## config.mk

```make
export PLATFORM = sky130hd
export DESIGN_NAME = clock_frame_replacement
export DESIGN_NICKNAME = d
export VERILOG_FILES = /design/src/rtl/cfr_pkg.sv /design/src/rtl/cfr_ram.sv /design/src/rtl/cfr_eval.sv /design/src/rtl/clock_frame_replacement.sv
export SDC_FILE = /design/constraint.sdc
export NUM_CORES = 1
export LEC_CHECK = 0
export BUFFER_PORTS_ARGS = -buffer_cell sky130_fd_sc_hd__buf_4
export CORE_ASPECT_RATIO = 0.75
export CORE_MARGIN = 10
export CORE_UTILIZATION = 30
export CTS_CLUSTER_DIAMETER = 80
export CTS_CLUSTER_SIZE = 12
export DETAILED_ROUTE_END_ITERATION = 6
export PLACE_DENSITY = 0.43
export SLEW_MARGIN = 5
export SYNTH_ARGS = -nofsm -noshare
export SYNTH_HDL_FRONTEND = slang
export SYNTH_SLANG_ARGS = --single-unit
```

## constraint.sdc

```tcl
create_clock -name clock -period 4.06 [get_ports clock]
set_input_delay 0.203 -clock clock [delete_from_list [all_inputs] [get_ports clock]]
set_output_delay 0.203 -clock clock [all_outputs]
set_load 0.01 [all_outputs]
```

## src/rtl/cfr_pkg.sv

```systemverilog
`timescale 1ns / 1ps
// ----------------------------------------------------------------------------
// cfr_pkg
// Shared types, codes and defaults for the clock frame replacement block.
// ----------------------------------------------------------------------------
package cfr_pkg;

   // default pool size
   localparam int FRAMES_DEFAULT = 64;

   // request function codes
   localparam int FUNC_W = 2;
   localparam logic [FUNC_W-1:0] FUNC_ALLOC   = 2'd0;
   localparam logic [FUNC_W-1:0] FUNC_PIN     = 2'd1;
   localparam logic [FUNC_W-1:0] FUNC_DIRTY   = 2'd2;
   localparam logic [FUNC_W-1:0] FUNC_RELEASE = 2'd3;

   // operation codes for the shared entry unit
   localparam int OP_W = 3;
   localparam logic [OP_W-1:0] OP_SCAN    = 3'd0;
   localparam logic [OP_W-1:0] OP_SWEEP   = 3'd1;
   localparam logic [OP_W-1:0] OP_PIN     = 3'd2;
   localparam logic [OP_W-1:0] OP_DIRTY   = 3'd3;
   localparam logic [OP_W-1:0] OP_RELEASE = 3'd4;

   // marks of one frame, as held in the mark memory
   typedef struct packed {
      logic valid;
      logic pin;
      logic refd;
      logic dirty;
   } marks_type;

   localparam int MARKS_W = $bits(marks_type);

   // decision of the entry unit for one frame
   typedef struct packed {
      logic      wr_en;
      marks_type wr_data;
      logic      finish;
      logic      found;
      logic      set_hand;
      logic      write_back;
      logic      inc_use;
      logic      dec_use;
      logic      pin_inc;
      logic      pin_dec;
   } eval_type;

endpackage

```

## src/rtl/cfr_ram.sv

```systemverilog
`timescale 1ns / 1ps
// ----------------------------------------------------------------------------
// cfr_ram
// Generic single write port RAM with one registered read port.
// ----------------------------------------------------------------------------
module cfr_ram #(
   parameter int WIDTH = 4,
   parameter int DEPTH = 64,
   localparam int AddrW = (DEPTH > 1) ? $clog2(DEPTH) : 1
) (
   input  logic             clock,
   input  logic             wr_en,
   input  logic [AddrW-1:0] wr_addr,
   input  logic [WIDTH-1:0] wr_data,
   input  logic [AddrW-1:0] rd_addr,
   output logic [WIDTH-1:0] rd_data
);

   logic [WIDTH-1:0] mem_ff [DEPTH];
   logic [WIDTH-1:0] rd_data_ff;

   // write port
   always_ff @(posedge clock) begin
      if (wr_en) begin
         mem_ff[wr_addr] <= wr_data;
      end
   end

   // registered read port
   always_ff @(posedge clock) begin
      rd_data_ff <= mem_ff[rd_addr];
   end

   assign rd_data = rd_data_ff;

endmodule

```

## src/rtl/cfr_eval.sv

```systemverilog
`timescale 1ns / 1ps
// ----------------------------------------------------------------------------
// cfr_eval
// Shared entry unit: judges one frame's marks for the current operation and
// gives the updated marks plus the bookkeeping decisions.
// ----------------------------------------------------------------------------
module cfr_eval (
   input  logic [cfr_pkg::OP_W-1:0] op,
   input  cfr_pkg::marks_type       marks,
   input  logic                     flag,
   output cfr_pkg::eval_type        decision
);

   cfr_pkg::marks_type loaded;

   // marks of a freshly loaded frame
   always_comb begin
      loaded.valid = 1'b1;
      loaded.pin   = flag;
      loaded.refd  = ~flag;
      loaded.dirty = 1'b0;
   end

   always_comb begin
      decision = '0;
      decision.wr_data = marks;
      unique case (op)
         cfr_pkg::OP_SCAN: begin
            // first free frame wins, a free frame may already carry a pin
            if (!marks.valid) begin
               decision.wr_en   = 1'b1;
               decision.wr_data = loaded;
               decision.finish  = 1'b1;
               decision.found   = 1'b1;
               decision.inc_use = 1'b1;
               decision.pin_inc = flag & ~marks.pin;
               decision.pin_dec = ~flag & marks.pin;
            end
         end
         cfr_pkg::OP_SWEEP: begin
            // skip pinned, second chance for referenced
            if (!marks.pin) begin
               if (marks.refd) begin
                  decision.wr_en        = 1'b1;
                  decision.wr_data.refd = 1'b0;
               end else begin
                  decision.wr_en      = 1'b1;
                  decision.wr_data    = loaded;
                  decision.finish     = 1'b1;
                  decision.found      = 1'b1;
                  decision.set_hand   = 1'b1;
                  decision.write_back = marks.dirty;
                  decision.pin_inc    = flag;
               end
            end
         end
         cfr_pkg::OP_PIN: begin
            decision.wr_en        = 1'b1;
            decision.wr_data.pin  = flag;
            decision.wr_data.refd = flag ? marks.refd : 1'b1;
            decision.finish       = 1'b1;
            decision.pin_inc      = flag & ~marks.pin;
            decision.pin_dec      = ~flag & marks.pin;
         end
         cfr_pkg::OP_DIRTY: begin
            decision.wr_en         = 1'b1;
            decision.wr_data.dirty = flag;
            decision.finish        = 1'b1;
         end
         cfr_pkg::OP_RELEASE: begin
            decision.finish = 1'b1;
            if (marks.valid) begin
               decision.wr_en   = 1'b1;
               decision.wr_data = '0;
               decision.dec_use = 1'b1;
               decision.pin_dec = marks.pin;
            end
         end
         default: begin
            decision.finish = 1'b1;
         end
      endcase
   end

endmodule

```

## src/rtl/clock_frame_replacement.sv

```systemverilog
`timescale 1ns / 1ps
// ----------------------------------------------------------------------------
// clock_frame_replacement
// Clock (second-chance) frame replacement for a pool of buffer frames.
// ----------------------------------------------------------------------------
// Takes one request word at a time and returns one response word for it. The
// frame marks live in a single-port-write RAM that one shared entry unit
// visits one frame at a time (address, then judge and write back). After
// reset a clearing pass zeroes every frame before the first request is
// taken. Set pin, set dirty and release visit only the target frame;
// allocate into a pool that is not full scans up from frame 0 to the lowest
// free frame; allocate into a full pool sweeps on from the frame after the
// hand; allocate into a full pool with every frame pinned answers no-frame
// without visiting any frame. A response held off by the receiver holds the
// sequencer in its done state until the output register is free. A new
// request is taken only when the sequencer is idle.
// ----------------------------------------------------------------------------
module clock_frame_replacement #(
   parameter int FRAMES = cfr_pkg::FRAMES_DEFAULT,
   localparam int IdxW = $clog2(FRAMES)
) (
   input  logic                       clock,
   input  logic                       reset,
   input  logic                       req_valid,
   output logic                       req_ready,
   input  logic [cfr_pkg::FUNC_W-1:0] req_func,
   input  logic [IdxW-1:0]            req_frame_index,
   input  logic                       req_flag_value,
   output logic                       rsp_valid,
   input  logic                       rsp_ready,
   output logic [IdxW-1:0]            rsp_chosen_frame,
   output logic                       rsp_status,
   output logic                       rsp_write_back
);

   localparam int CntW = $clog2(FRAMES + 1);
   localparam logic [IdxW-1:0] LastIdx   = IdxW'(FRAMES - 1);
   localparam logic [IdxW:0]   FramesIdx = (IdxW + 1)'(FRAMES);
   localparam logic [CntW-1:0] FramesCnt = CntW'(FRAMES);

   // sequencer states
   localparam logic [2:0] ST_CLEAR  = 3'd0;
   localparam logic [2:0] ST_IDLE   = 3'd1;
   localparam logic [2:0] ST_LOOKUP = 3'd2;
   localparam logic [2:0] ST_EVAL   = 3'd3;
   localparam logic [2:0] ST_DONE   = 3'd4;

   logic [2:0]                state_ff, state_in;
   logic [IdxW-1:0]           pos_ff, pos_in;
   logic [cfr_pkg::OP_W-1:0]  op_ff, op_in;
   logic                      flag_ff, flag_in;
   logic [IdxW-1:0]           hand_ff, hand_in;
   logic [CntW-1:0]           in_use_ff, in_use_in;
   logic [CntW-1:0]           pinned_ff, pinned_in;
   logic [IdxW-1:0]           res_frame_ff, res_frame_in;
   logic                      res_status_ff, res_status_in;
   logic                      res_wb_ff, res_wb_in;
   logic                      rsp_valid_ff, rsp_valid_in;
   logic [IdxW-1:0]           rsp_frame_ff, rsp_frame_in;
   logic                      rsp_status_ff, rsp_status_in;
   logic                      rsp_wb_ff, rsp_wb_in;

   logic                      ram_we;
   cfr_pkg::marks_type        ram_wdata;
   logic [cfr_pkg::MARKS_W-1:0] ram_rdata;
   cfr_pkg::marks_type        marks;
   cfr_pkg::eval_type         decision;
   logic [IdxW-1:0]           pos_next;
   logic [IdxW-1:0]           hand_next;
   logic                      req_fire;
   logic                      idx_in_range;
   logic                      rsp_free;

   // mark memory
   cfr_ram #(
      .WIDTH (cfr_pkg::MARKS_W),
      .DEPTH (FRAMES)
   ) u_marks (
      .clock   (clock),
      .wr_en   (ram_we),
      .wr_addr (pos_ff),
      .wr_data (ram_wdata),
      .rd_addr (pos_ff),
      .rd_data (ram_rdata)
   );

   assign marks = cfr_pkg::marks_type'(ram_rdata);

   // shared entry unit
   cfr_eval u_eval (
      .op       (op_ff),
      .marks    (marks),
      .flag     (flag_ff),
      .decision (decision)
   );

   // wrap-around stepping
   assign pos_next  = (pos_ff == LastIdx) ? '0 : pos_ff + 1'b1;
   assign hand_next = (hand_ff == LastIdx) ? '0 : hand_ff + 1'b1;

   assign req_ready    = (state_ff == ST_IDLE);
   assign req_fire     = req_valid & req_ready;
   assign idx_in_range = ({1'b0, req_frame_index} < FramesIdx);
   assign rsp_free     = ~rsp_valid_ff | rsp_ready;

   // memory write: zero during clearing, unit decision while judging
   always_comb begin
      ram_we    = 1'b0;
      ram_wdata = decision.wr_data;
      if (state_ff == ST_CLEAR) begin
         ram_we    = 1'b1;
         ram_wdata = '0;
      end else if (state_ff == ST_EVAL) begin
         ram_we = decision.wr_en;
      end
   end

   // sequencer and bookkeeping
   always_comb begin
      state_in      = state_ff;
      pos_in        = pos_ff;
      op_in         = op_ff;
      flag_in       = flag_ff;
      hand_in       = hand_ff;
      in_use_in     = in_use_ff;
      pinned_in     = pinned_ff;
      res_frame_in  = res_frame_ff;
      res_status_in = res_status_ff;
      res_wb_in     = res_wb_ff;
      rsp_valid_in  = rsp_valid_ff & ~rsp_ready;
      rsp_frame_in  = rsp_frame_ff;
      rsp_status_in = rsp_status_ff;
      rsp_wb_in     = rsp_wb_ff;

      unique case (state_ff)
         ST_CLEAR: begin
            pos_in = pos_next;
            if (pos_ff == LastIdx) begin
               state_in = ST_IDLE;
            end
         end
         ST_IDLE: begin
            if (req_fire) begin
               flag_in       = req_flag_value;
               res_status_in = 1'b0;
               res_wb_in     = 1'b0;
               res_frame_in  = req_frame_index;
               state_in      = ST_LOOKUP;
               pos_in        = req_frame_index;
               unique case (req_func)
                  cfr_pkg::FUNC_ALLOC: begin
                     res_frame_in = '0;
                     if (in_use_ff != FramesCnt) begin
                        op_in  = cfr_pkg::OP_SCAN;
                        pos_in = '0;
                     end else if (pinned_ff == FramesCnt) begin
                        res_status_in = 1'b1;
                        state_in      = ST_DONE;
                     end else begin
                        op_in  = cfr_pkg::OP_SWEEP;
                        pos_in = hand_next;
                     end
                  end
                  cfr_pkg::FUNC_PIN:     op_in = cfr_pkg::OP_PIN;
                  cfr_pkg::FUNC_DIRTY:   op_in = cfr_pkg::OP_DIRTY;
                  cfr_pkg::FUNC_RELEASE: op_in = cfr_pkg::OP_RELEASE;
                  default:               op_in = cfr_pkg::OP_RELEASE;
               endcase
               // out-of-range targets only echo
               if (req_func != cfr_pkg::FUNC_ALLOC && !idx_in_range) begin
                  state_in = ST_DONE;
               end
            end
         end
         ST_LOOKUP: begin
            state_in = ST_EVAL;
         end
         ST_EVAL: begin
            // apply the unit's decision
            in_use_in = in_use_ff + CntW'(decision.inc_use)
                        - CntW'(decision.dec_use && in_use_ff != '0);
            pinned_in = pinned_ff + CntW'(decision.pin_inc) - CntW'(decision.pin_dec);
            if (decision.found) begin
               res_frame_in = pos_ff;
            end
            if (decision.set_hand) begin
               hand_in = pos_ff;
            end
            res_wb_in = decision.write_back;
            if (decision.finish) begin
               state_in = ST_DONE;
            end else if (op_ff == cfr_pkg::OP_SCAN && pos_ff == LastIdx) begin
               res_status_in = 1'b1;
               state_in      = ST_DONE;
            end else begin
               pos_in   = pos_next;
               state_in = ST_LOOKUP;
            end
         end
         ST_DONE: begin
            // hand the result to the output register once it is free
            if (rsp_free) begin
               rsp_valid_in  = 1'b1;
               rsp_frame_in  = res_frame_ff;
               rsp_status_in = res_status_ff;
               rsp_wb_in     = res_wb_ff;
               state_in      = ST_IDLE;
            end
         end
         default: begin
            state_in = ST_IDLE;
         end
      endcase
   end

   // control registers
   always_ff @(posedge clock) begin
      if (reset) begin
         state_ff     <= ST_CLEAR;
         pos_ff       <= '0;
         hand_ff      <= '0;
         in_use_ff    <= '0;
         pinned_ff    <= '0;
         rsp_valid_ff <= 1'b0;
         op_ff        <= cfr_pkg::OP_SCAN;
      end else begin
         state_ff     <= state_in;
         pos_ff       <= pos_in;
         hand_ff      <= hand_in;
         in_use_ff    <= in_use_in;
         pinned_ff    <= pinned_in;
         rsp_valid_ff <= rsp_valid_in;
         op_ff        <= op_in;
      end
   end

   // payload registers
   always_ff @(posedge clock) begin
      flag_ff       <= flag_in;
      res_frame_ff  <= res_frame_in;
      res_status_ff <= res_status_in;
      res_wb_ff     <= res_wb_in;
      rsp_frame_ff  <= rsp_frame_in;
      rsp_status_ff <= rsp_status_in;
      rsp_wb_ff     <= rsp_wb_in;
   end

   assign rsp_valid        = rsp_valid_ff;
   assign rsp_chosen_frame = rsp_frame_ff;
   assign rsp_status       = rsp_status_ff;
   assign rsp_write_back   = rsp_wb_ff;

   // frames in use never exceed the pool
   a_in_use_bound: assert property (@(posedge clock) disable iff (reset)
      in_use_ff <= FramesCnt)
      else $error("frames in use beyond pool size");

   // pinned count never exceeds the pool
   a_pinned_bound: assert property (@(posedge clock) disable iff (reset)
      pinned_ff <= FramesCnt)
      else $error("pinned count beyond pool size");

   // a no-frame answer never asks for write-back
   a_nofr_no_wb: assert property (@(posedge clock) disable iff (reset)
      rsp_valid_ff |-> !(rsp_status_ff && rsp_wb_ff))
      else $error("no-frame response with write-back");

   // the mark memory is left alone while idle
   a_idle_no_write: assert property (@(posedge clock) disable iff (reset)
      (state_ff == ST_IDLE) |-> !ram_we)
      else $error("mark memory written while idle");

endmodule
```

==> impl_metrics.toml, run 1 <==
[clock_network]
htree_levels = 1
post_cts_buffers = 0
cts_root_buffer = "clkbuf_16"
cts_tree = "done"
clockBufferDepth = 3
numCtsBuffers = 29
ctsHoldBuffers = 7
cts.repair.resized = 0
clk_latency_ns = 0.57
clkTransAtPathRegs_ns = 0.07
cts.sinks = 310

[synth]
synth-edff-count = 273
syn_inst = 978
yosys_warnings = 0
yosysSeqAreaShare_pct = 66.2
syn_avg_cell_area_sq_um = 13.8
yosysTopAreaCellShare_pct = 60.7
synth_area_sq_um = 13500
synth_flop_cell = "edfxtp_1"
async_flop_share_pct = 0
synth_seq_cells = 310
netlist_top_cells_area = "edfxtp_1 61%, dfxtp_1 5.5%, mux4_2 3.7%, nor2_1 3.4%, ha_1 2.1%"
syn-num-nets = 1016
yosys.area.top_type = "edfxtp_1"
synth_cell_types = 73

[floorplanning]
initial_core_util_pct = 30.3
die_y_um = 204
rows = 67
coreArea_sq_um = 44600
dieArea_sq_um = 54000
ioPinCount = 23
die_x_um = 265

[critical_path]
critPathTopFamily = "adder cells"
cp_num_buf_inv = 2
cp.arrival_ns = 3.78
crit_path_max_fanout = 14
critPathLaunchType = "flop"
r2r_cells = 16
worst-path-stages = 16
crit_type = "reg -> reg"
cp-end-kind = "flop"
cp_slowest_cell = "dfxtp_1"
critPathMaxStageDelay_ns = 0.57
required_ns = 4.49
worstPathCellList = "nor2b_1 -> nor2_1 -> a21oi_1 -> nor3b_1 -> o211ai_1 -> ha_1 -> inv_1 -> ha_1 -> inv_1 -> fa_1 -> nand2b_1 -> a21oi_1 -> o21a_1 -> o211ai_1 -> xnor2_1 -> nor2_1"

[placement]
port_buffers = 22
dp_hpwl_um = 24400
dp.cells = 1558
place.gp.congestion = 0.793

[cells_and_area]
area_delta_synth_final_pct = 13.2
finalNetCount = 1048
diodes = 0
fin_cells = 1619
drive_gt1_share_pct = 14.3
fillCellCount = 4395

[sta]
max_freq_ghz = 0.299
finalHoldViolations = 0
timing.final.crit_share_pct = 82.4
skew_ns = 0.0140
rsz0062_at_grt = "no"
min_period_ns = 3.35
worst_pin_slew_ns = 0.973
holdWs_ns = 0.0263
finalSetupViolCount = 0
setup_tns_ns = 0
max_slew_margin_pct = 35.0
maxSlewViolCount = 0

[detailed_routing]
drtIter0Drc = 912
dr_total_vias = 8296
wirelength_um = 37200
via_per_inst = 5.12
antenna_left = 0
wl_per_cell_um = 23.0
firstDrtPassIters = 5
drc = 0

[grt]
grt_pass1_wl_um = 56200
use_met2_pct = 18.9
antenna_found_initial = 0
met1_usage_pct = 21.7
overflow = 0
grt.busiest_layer = "met1"
grt_max_degree = 65
grt_pass1_vias = 8190
met3_usage_pct = 2.02
grt_use_total_pct = 13.6

[outcome]
run_status = "finished clean"

[pwr]
power.density_nw_per_um2 = 419
power_mw = 6.41
peakVddDrop_mv = 0.309
p_leak_nw = 5.12

[run]
cap_violations = 0

[worst_hold_path]
holdCritPathClass = "in -> reg"
hold_depth = 3
## Yosys cell counts (all sizes together) (12+ instances only)
library cell  count
mux2             26
mux2i            21
clkbuf           29
nor2            123
a221oi           25
nand3            14
mux4             22
edfxtp          273
a21oi            54
inv              29
ha               23
dfxtp            37
nand2            55
a22oi            17
buf              29
o21ai            29
nor3             12
## power by group
part           internal [mW]  switching, mW  total, mW
Clock                   1.36           1.17       2.53
Sequential              3.44         0.0430       3.49
Combinational          0.150          0.247      0.396
## per-layer routing
metal,part of all wire (%),vias up
li1,-,3826
met3,4.7,43
met2,41,212
met4,1.6,0
met1,52,4215
met5,0,-
## cell usage in the layout (no fill, tap or decap), types with 5 or more instances in the layout
cell type	instances
a211oi_1	11
a21oi_1	50
a221o_1	8
a221oi_1	23
a22oi_1	17
and3_1	6
buf_4	50
clkbuf_1	23
clkbuf_16	29
dfxtp_1	34
dlygate4sd3_1	7
edfxtp_1	273
ha_1	23
inv_1	28
mux2_2	20
mux2i_1	21
mux4_2	22
nand2_1	55
nand2b_1	7
nand3_1	14
nand3b_1	11
nor2_1	122
nor2b_1	10
nor3_1	11
o21ai_0	29
o221ai_1	6
o22a_1	5
o22ai_1	7
or4_1	5
xnor2_1	8
xor2_1	5
## registers in the layout (all words and copies together) (netlist names), 3 cells and up
signal,flops
hand_ff,6
in_use_ff,7
op_ff,3
pinned_ff,7
pos_ff,6
res_frame_ff,6
rsp_chosen_frame,6
state_ff,3
u_marks.mem_ff,256
u_marks.rd_data,4
## worst register-to-register path, stage by stage (launching register included)
cell	delay [ns]
dfxtp_1	0.57
nor2b_1	0.11
nor2_1	0.10
a21oi_1	0.05
nor3b_1	0.26
o211ai_1	0.14
ha_1	0.32
inv_1	0.06
ha_1	0.17
inv_1	0.06
fa_1	0.42
nand2b_1	0.18
a21oi_1	0.26
o21a_1	0.18
o211ai_1	0.13
xnor2_1	0.16
nor2_1	0.05
## layout make-up
| class | count | area, sq um | area share (%) |
|---|---|---|---|
| Tap cell | 586 | 733 | 4.79 |
| Timing Repair Buffer | 59 | 485 | 3.17 |
| Clock inverter | 1 | 8.76 | 0.0573 |
| Inverter | 30 | 113 | 0.736 |
| Sequential cell | 310 | 8940 | 58.5 |
| Clock buffer | 53 | 826 | 5.40 |
| Multi-Input combinational cell | 580 | 4190 | 27.4 |
## final timing paths
kind                                         start                   to  slack, ns
worst max-delay path                      op_ff[1]         pinned_ff[6]       0.71
worst min-delay path            req_frame_index[2]      res_frame_ff[2]       0.03
worst max register to register            op_ff[1]         pinned_ff[6]       0.71
worst min register to register     res_frame_ff[1]  rsp_chosen_frame[1]       0.42
## cell families after synthesis
logic type,synth area share (%)
DFF,66.2
AOI/OAI and AO/OA,10.4
buffers and inverters,3.06
xor gates and xnor gates,0.843
muxes,7.47
adders and majority gates,2.43
and+or+nand+nor,9.60
## stage by stage
step                      util, %  setup slack (ns)  area, sq um
after floorplan                 -             0.522        13500
after global placement       32.3             0.778        14400
after detailed placement     32.3             0.784        14400
after CTS                    34.3             0.728        15300
after global routing         34.3             0.437        15300
final                        34.3             0.715        15300
Power figures use the tool's default switching activity.
==> run 2: changes to the inputs <==
--- a/config.mk
+++ b/config.mk
@@ -5,6 +5,7 @@
 export SDC_FILE = /design/constraint.sdc
 export NUM_CORES = 1
 export LEC_CHECK = 0
+export ABC_AREA = 1
 export BUFFER_PORTS_ARGS = -buffer_cell sky130_fd_sc_hd__buf_4
 export CORE_ASPECT_RATIO = 0.75
 export CORE_MARGIN = 10
@@ -12,7 +13,7 @@
 export CTS_CLUSTER_DIAMETER = 80
 export CTS_CLUSTER_SIZE = 12
 export DETAILED_ROUTE_END_ITERATION = 6
-export PLACE_DENSITY = 0.43
+export PLACE_DENSITY = 0.45
 export SLEW_MARGIN = 5
 export SYNTH_ARGS = -nofsm -noshare
 export SYNTH_HDL_FRONTEND = slang
==> constraint.sdc (replaced) <==
create_clock -name clock -period 2.9 [get_ports clock]
set_input_delay 0.145 -clock clock [delete_from_list [all_inputs] [get_ports clock]]
set_output_delay 0.145 -clock clock [all_outputs]
set_load 0.01 [all_outputs]
==> run 2 against run 1 <==
  * Area after synthesis up 8.2%
  * Die area grew 7.5%
  * Sequential share of layout area decreased by 4.6 points
  * Clock-buffer cell count did not move
  * Critical path depth grew 4
  * First-iteration DRC count is 20% lower
  * Setup slack lost 0.56 ns
  * Global-route usage is 0.25 points lower
  * Combinational power rose by 130%
  * Non-clock buffer count rose by 8
  * Sequential cell count unchanged
  * Worst hold slack worse by 0.011 ns
  * Largest power group unchanged
==> impl_metrics.toml, run 2 <==
[floorplanning]
die_x_um = 275
rows = 69
coreArea_sq_um = 47700
ioPinCount = 23
die_y_um = 211
dieArea_sq_um = 58000
initial_core_util_pct = 30.6

[cells_and_area]
finalNetCount = 1682
area_delta_synth_final_pct = 13.5
largest_reg_flops = 256
top_register = "u_marks.mem_ff"
design_area_sq_um = 16600
fin_cells = 2306
diodes = 0
fin_util_pct = 34.8
layout_commonest_cell = "nand2_1"
reg_top3 = "u_marks.mem_ff (256), in_use_ff (7), pinned_ff (7)"
final_cell_mix = "800 x nand2_1, 273 x edfxtp_1, 108 x nor2_1, 81 x inv_1, 55 x buf_4"
drive_gt1_share_pct = 9.36

[sta]
maxSlewViolCount = 0
finalSetupViolCount = 0
setup_ws_ns = 0.151
setup_tns_ns = 0
timing.final.crit_share_pct = 94.8
finalHoldViolations = 0
worst_pin_slew_ns = 0.820
skew_ns = 0.0245
max_freq_ghz = 0.364
min_period_ns = 2.75
max_slew_margin_pct = 45.4
holdWs_ns = 0.0151

[detailed_routing]
drc = 0
firstDrtPassIters = 5
wirelength_um = 39100
antenna_left = 0
drtIter0Drc = 732
dr_total_vias = 10491
wl_per_cell_um = 17.0
via_per_inst = 4.55

[synth]
synth_flop_cell = "edfxtp_1"
yosysSeqAreaShare_pct = 61.2
synth-edff-count = 273
yosys_warnings = 0
async_flop_share_pct = 0
yosys.area.top_type = "edfxtp_1"
syn-num-nets = 1648
syn_avg_cell_area_sq_um = 9.08
netlist_top_cells_area = "edfxtp_1 56%, nand2_1 21%, dfxtp_1 5.1%, nor2_1 2.8%, inv_1 2.1%"
yosysMostFrequentCell = "nand2_1"
synth_area_sq_um = 14600
synth_cell_types = 44
synth_seq_cells = 310
ys_top_cells_by_count = "800 x nand2_1, 273 x edfxtp_1, 110 x nor2_1"
yosysTopAreaCellShare_pct = 56.1
syn_inst = 1610

[placement]
dp.cells = 2244
dpl_worst_slack_ns = 0.0226
dp_hpwl_um = 24600
placed_area_sq_um = 15700
port_buffers = 22
place.gp.congestion = 0.865

[clock_network]
cts_tree = "done"
clkTransAtPathRegs_ns = 0.07
cts.sinks = 310
cts_root_buffer = "clkbuf_16"
clockBufferDepth = 3
clk_latency_ns = 0.58
htree_levels = 1
numCtsBuffers = 29

[worst_hold_path]
holdCritPathClass = "in -> reg"

[critical_path]
cp-end-kind = "flop"
cp.arrival_ns = 3.26
ff2ff_setup_slack_ns = 0.15
required_ns = 3.41
crit_type = "reg -> reg"
critPathLaunchType = "flop"
crit_path_max_fanout = 5

[pwr]
p_leak_nw = 6.65
power.density_nw_per_um2 = 560
power_mw = 9.29
p_int_mw = 6.98
switching_share_pct = 24.8
clkPwrFrac_pct = 38.2
pwr-share-seq_pct = 52.2
pwr-share-comb_pct = 9.6
power_switching_mw = 2.31
peakVddDrop_mv = 0.459

[run]
cap_violations = 0

[outcome]
run_status = "finished clean"

[grt]
overflow = 0
grt_max_degree = 74
grt_pass1_wl_um = 60800
grt_pass1_vias = 10076
antenna_found_initial = 1
grt_use_total_pct = 13.4
-- run 2: cell families (layout without fill, tap and decap cells) --
| family | count (synthesis) | after routing | share of synthesized area, % |
|---|---|---|---|
| and+or+nand+nor | 1004 | 1004 | 27.6 |
| DFF | 310 | 310 | 61.2 |
| buffers and inverters | 158 | 215 | 4.61 |
| AOI/OAI and AO/OA | 105 | 105 | 3.87 |
| adders and majority gates | 25 | 25 | 2.24 |
| xor gates and xnor gates | 8 | 8 | 0.479 |
-- run 2: per-layer routing --
| layer | global-route usage (%) | up-vias | part of all wire (%) |
|---|---|---|---|
| li1 | - | 5281 | - |
| met1 | 21.1 | 4960 | 53 |
| met2 | 18.9 | 214 | 41 |
| met3 | 1.91 | 36 | 4.7 |
| met4 | 2.33 | 0 | 1.5 |
| met5 | 0 | - | 0 |
-- run 2: repair_timing --
action,in CTS,in global routing
hold buffers,6,0
endpoints found under the setup margin,0,3
resized for setup,0,9
setup buffers,0,2
hold endpoints to repair,13,0
-- run 2: path summary, 6_finish.rpt --
path	depth (start not counted)	from	end
worst min-delay path	7	req_frame_index[3]	pos_ff[3]
worst max register to register	20	op_ff[1]	pinned_ff[6]
worst max-delay path	20	op_ff[1]	pinned_ff[6]
worst min register to register	0	res_frame_ff[0]	rsp_chosen_frame[0]
-- run 2: power groups by stage --
stage	Sequential [mW]	Clock [mW]	Combinational [mW]
6_report	4.85	3.55	0.894
5_1_grt	4.85	3.81	1.02
2_1_floorplan	4.93	0	0.603
3_5_place_dp	4.94	0	0.882
3_3_place_gp	4.94	0	0.889
4_1_cts	4.85	3.64	0.891
-- run 2: layout make-up --
| class | instances | area [sq um] |
|---|---|---|
| Tap cell | 639 | 800 |
| Multi-Input combinational cell | 1142 | 5070 |
| Sequential cell | 310 | 8950 |
| Clock buffer | 53 | 820 |
| Fill cell | 4936 | 31100 |
| Timing Repair Buffer | 67 | 593 |
| Clock inverter | 1 | 8.76 |
| Inverter | 94 | 358 |
-- run 2: worst max-delay path: stages (launching register included) --
cell and delay (ns):
dfxtp_2 0.33, buf_12 0.13, nor2_8 0.09, nand3_4 0.07, inv_2 0.06, nor2_1 0.05, o21ai_1 0.10, nand2_1 0.09
or3_4 0.35, ha_4 0.22, inv_1 0.05, ha_2 0.17, inv_1 0.05, fa_2 0.37, inv_1 0.08, nand4_1 0.12
nand3_1 0.11, nand2_1 0.05, nand2_1 0.05, nand2_1 0.04, a21oi_1 0.11
